[config.mk]
export PLATFORM = sky130hd
export DESIGN_NAME = vibe_bs_ram
export DESIGN_NICKNAME = d
export VERILOG_FILES = /design/src/hw/rtl/vibe_background_subtractor_defines.svh /design/src/hw/rtl/vibe_bs_ram.sv
export SDC_FILE = /design/constraint.sdc
export NUM_CORES = 1
export LEC_CHECK = 0
export BUFFER_PORTS_ARGS = -buffer_cell sky130_fd_sc_hd__buf_2
export CAP_MARGIN = 20
export CORE_MARGIN = 4
export CORE_UTILIZATION = 55
export CTS_BUF_LIST = sky130_fd_sc_hd__clkbuf_4 sky130_fd_sc_hd__clkbuf_8
export CTS_CLUSTER_SIZE = 16
export DETAILED_ROUTE_END_ITERATION = 6
export GPL_TIMING_DRIVEN = 1
export PLACE_DENSITY = 0.83
export RECOVER_POWER = 50
export SLEW_MARGIN = 0
export SYNTH_ARGS = -nofsm -noshare
export SYNTH_HDL_FRONTEND = slang
export SYNTH_SLANG_ARGS = --single-unit
[constraint.sdc]
create_clock -name clk -period 1.55 [get_ports clk]
set_clock_uncertainty 0.05 [all_clocks]
set_input_delay 0.0775 -clock clk [delete_from_list [all_inputs] [get_ports clk]]
set_output_delay 0.0775 -clock clk [all_outputs]
set_load 0.005 [all_outputs]
[src/hw/rtl/vibe_background_subtractor_defines.svh]
// Assertion macros for the background subtractor.
`ifndef VIBE_BACKGROUND_SUBTRACTOR_DEFINES_SVH
`define VIBE_BACKGROUND_SUBTRACTOR_DEFINES_SVH
`ifndef SYNTH
// Check under reset disable.
`define VBS_ASSERT(name, expr) \
	name: assert property (@(posedge clk) disable iff (!arst_n) (expr)) \
		else $error("assertion failed");
// Check that also holds during reset.
`define VBS_ASSERT_ALWAYS(name, expr) \
	name: assert property (@(posedge clk) (expr)) else $error("assertion failed");
`else
`define VBS_ASSERT(name, expr)
`define VBS_ASSERT_ALWAYS(name, expr)
`endif
`endif

[src/hw/rtl/vibe_bs_ram.sv]
// Generic single-port RAM with registered read.
module vibe_bs_ram #(
	parameter int WIDTH = 8,
	parameter int DEPTH = 16
) (
	input  logic                     clk,
	input  logic                     we,
	input  logic [$clog2(DEPTH)-1:0] addr,
	input  logic [WIDTH-1:0]         wdata,
	output logic [WIDTH-1:0]         rdata
);

	logic [WIDTH-1:0] mem [DEPTH];

	always_ff @(posedge clk) begin
		if (we) begin
			mem[addr] <= wdata;
		end
		rdata <= mem[addr];
	end

endmodule
==> impl_metrics.env <==
export IMPL_min_path_type="primary input to register"
export IMPL_max_freq_ghz=0.697
export IMPL_die_width_um=104
export IMPL_status="finished clean"
export IMPL_rsz0062_at_grt="no"
export IMPL_ys_seq_area_share_pct=79.0
export IMPL_cts_made_buffers=17
export IMPL_worst_path_max_fanout=1
export IMPL_required_ps=1820
export IMPL_h_tree_depth=4
export IMPL_async_flop_share_pct=0
export IMPL_cap_violations=0
export IMPL_synthSimpleGateAreaFrac_pct=3.21
export IMPL_gp_congestion=0.789
export IMPL_cts_tree="done"
export IMPL_drive_gt1_share_pct=34.1
export IMPL_yosysTopAreaCell="edfxtp_1"
export IMPL_synth_edf_count=128
export IMPL_fp_dieArea_sq_um=10800
export IMPL_grt_pass1_vias=2623
export IMPL_endpoint_kind="register"
export IMPL_crit_path_start="mem[4][6]"
export IMPL_hold_start="addr[3]"
export IMPL_remaining_drc_errors=0
export IMPL_dp_cells=376
export IMPL_synth_seq_cells=136
export IMPL_wirelength_um=9460
export IMPL_synth_xor_area_share_pct=0
export IMPL_arrival_ps=1700
export IMPL_io_buffers=21
export IMPL_fin_crit_ps=1440
export IMPL_ctsResizeCount=0
export IMPL_cts_buffer_depth=2
export IMPL_synth_compound_area_share_pct=2.37
export IMPL_drtAntennaViolNets=0
export IMPL_finalSetupViolCount=0
export IMPL_die_y_um=104
export IMPL_n_antenna_cell=0
export IMPL_cts_root_buffer="clkbuf_8"
export IMPL_tightest_slew_ps=680
export IMPL_yosys_top_cells_area="edfxtp_1 76%, mux4_2 14%, dfxtp_1 3.2%"
export IMPL_wl_per_cell_um=22.7
export IMPL_crit_type="register to register"
export IMPL_slew_viol_final=0
export IMPL_synth_nets=244
export IMPL_postCtsHoldBufs=8
export IMPL_fin_crit_sh_pct=92.6
export IMPL_grt_ovfl_total=0
export IMPL_yosysUniqueCellTypes=18
export IMPL_fin_nets=309
export IMPL_relSlewSlack_pct=54.6
export IMPL_finalNonFillerCells=416
export IMPL_vias_per_cell=5.97
export IMPL_num_vias=2485
export IMPL_synth_top_family_by_area="multiplexers"
export IMPL_syn_area_per_cell_sq_um=22.0
export IMPL_pin_count=22
export IMPL_drt_iter0_markers=244
export IMPL_dr_pass1_iters=5
export IMPL_p_leak_nw=2.01
export IMPL_hold_viol=0
export IMPL_syn_inst=230
export IMPL_coreArea_sq_um=8850
export IMPL_peakVddDrop_uv=900
export IMPL_grt_max_degree=40
export IMPL_yosysTopAreaCellShare_pct=75.9
export IMPL_timing_rr_start="mem[4][6]"
export IMPL_grt_first_pass_wirelength_um=15000
export IMPL_initial_core_util_pct=57.3
export IMPL_synth_fa_ha_area_share_pct=0
export IMPL_synth_area_sq_um=5070
export IMPL_yosysWarningCount=0
export IMPL_postCtsSetupBuffers=0
export IMPL_grt_total_usage_pct=19.1
export IMPL_start_kind="register"
export IMPL_antenna_found_initial=0
export IMPL_p_per_area_nw_per_um2=1270
export IMPL_synth_mux_area_share_pct=14.2
export IMPL_num_rows=34
export IMPL_dp_hpwl_um=6160
export IMPL_clk_pin_slew_worst_paths_ps=80
export IMPL_cts_sinks=136
export IMPL_postLayoutCoreUtil_pct=68.0
export IMPL_synthFlopType="edfxtp_1"
export IMPL_area_growth_pct=18.7
export IMPL_clock_latency_ps=430
## through the flow
step / worst slack [ps] / setup TNS (ps) / total power, mW / cell area (sq um) / hold slack, ps
2_1_floorplan: -15.6 / -602 / 4.42 / 5070 / 126
3_3_place_gp: 58.9 / 0 / 4.60 / 5510 / 408
3_5_place_dp: 34.3 / 0 / 4.62 / 5510 / 404
4_1_cts: 112 / 0 / 7.71 / 6030 / 136
5_1_grt: 84.4 / 0 / 7.94 / 6010 / 190
6_report: 115 / 0 / 7.65 / 6010 / 167
## cells in the mapped netlist (all sizes together) (2+ instances only)
cell / count
a22oi: 16
dfxtp: 8
nand3b: 2
buf: 8
nor2b: 2
nor2: 13
nand2: 9
mux4: 32
edfxtp: 128
nor3: 4
clkbuf: 3
nand2b: 2
## worst max-delay path, cell delays in order (launching register included)
cell and delay (ps):
edfxtp_1 400, mux4_2 490, a22oi_1 280, nand2_1 100
## final cells by class
cell class | count | area [sq um]
fill | 563 | 2830
timing repair buffer | 57 | 428
tap | 108 | 135
clock buffer | 20 | 263
clock inverter | 12 | 176
multi-input combinational | 83 | 1010
sequential | 136 | 4000
## logic make-up after synthesis
group | Yosys count
and+or+nand+nor | 35
muxes | 32
buffers and inverters | 11
DFF | 136
AOI/OAI and AO/OA | 16
## where the power goes
part           internal [mW]  leakage, nW  switching [mW]
logic                  0.192        0.564           0.219
registers               4.11         1.22          0.0275
clock network           1.83        0.220            1.27
## layout by cell type, fill, tap and decap left out, types with 2 or more instances in the layout
cell type	synthesis	routed
edfxtp_1	128	128
mux4_2	32	32
buf_4	0	22
clkbuf_8	0	18
a22oi_1	16	16
nor2_1	13	13
buf_2	2	13
clkbuf_1	2	10
nand2_1	9	9
dlygate4sd3_1	0	8
dfxtp_1	8	8
bufinv_16	0	4
buf_12	0	4
nor3_1	4	3
clkinv_2	0	3
clkinv_4	0	3
nor2b_1	2	2
nand3b_1	2	2
nand2b_1	2	2
clkbuf_4	0	2
clkinvlp_4	0	2
## sequential cells by signal, summed over array words and instances, names as in the netlist
register,count
rdata,8
mem,128
## final timing paths
kind / to / slack [ps] / cells after the start
hold / removal: rdata[1] / 170 / 5
setup reg to reg: rdata[6] / 110 / 3
setup / recovery: rdata[6] / 110 / 3
hold reg to reg: rdata[5] / 630 / 3
## metal layers
metal	GRT usage (%)	vias to the layer above	share of wire, %
met3	4.35	14	7.7
met4	8.17	0	1.8
li1	-	1090	-
met2	29.8	114	51
met1	26.3	1267	40
met5	0	-	0
(Power assumes the default switching activity.)
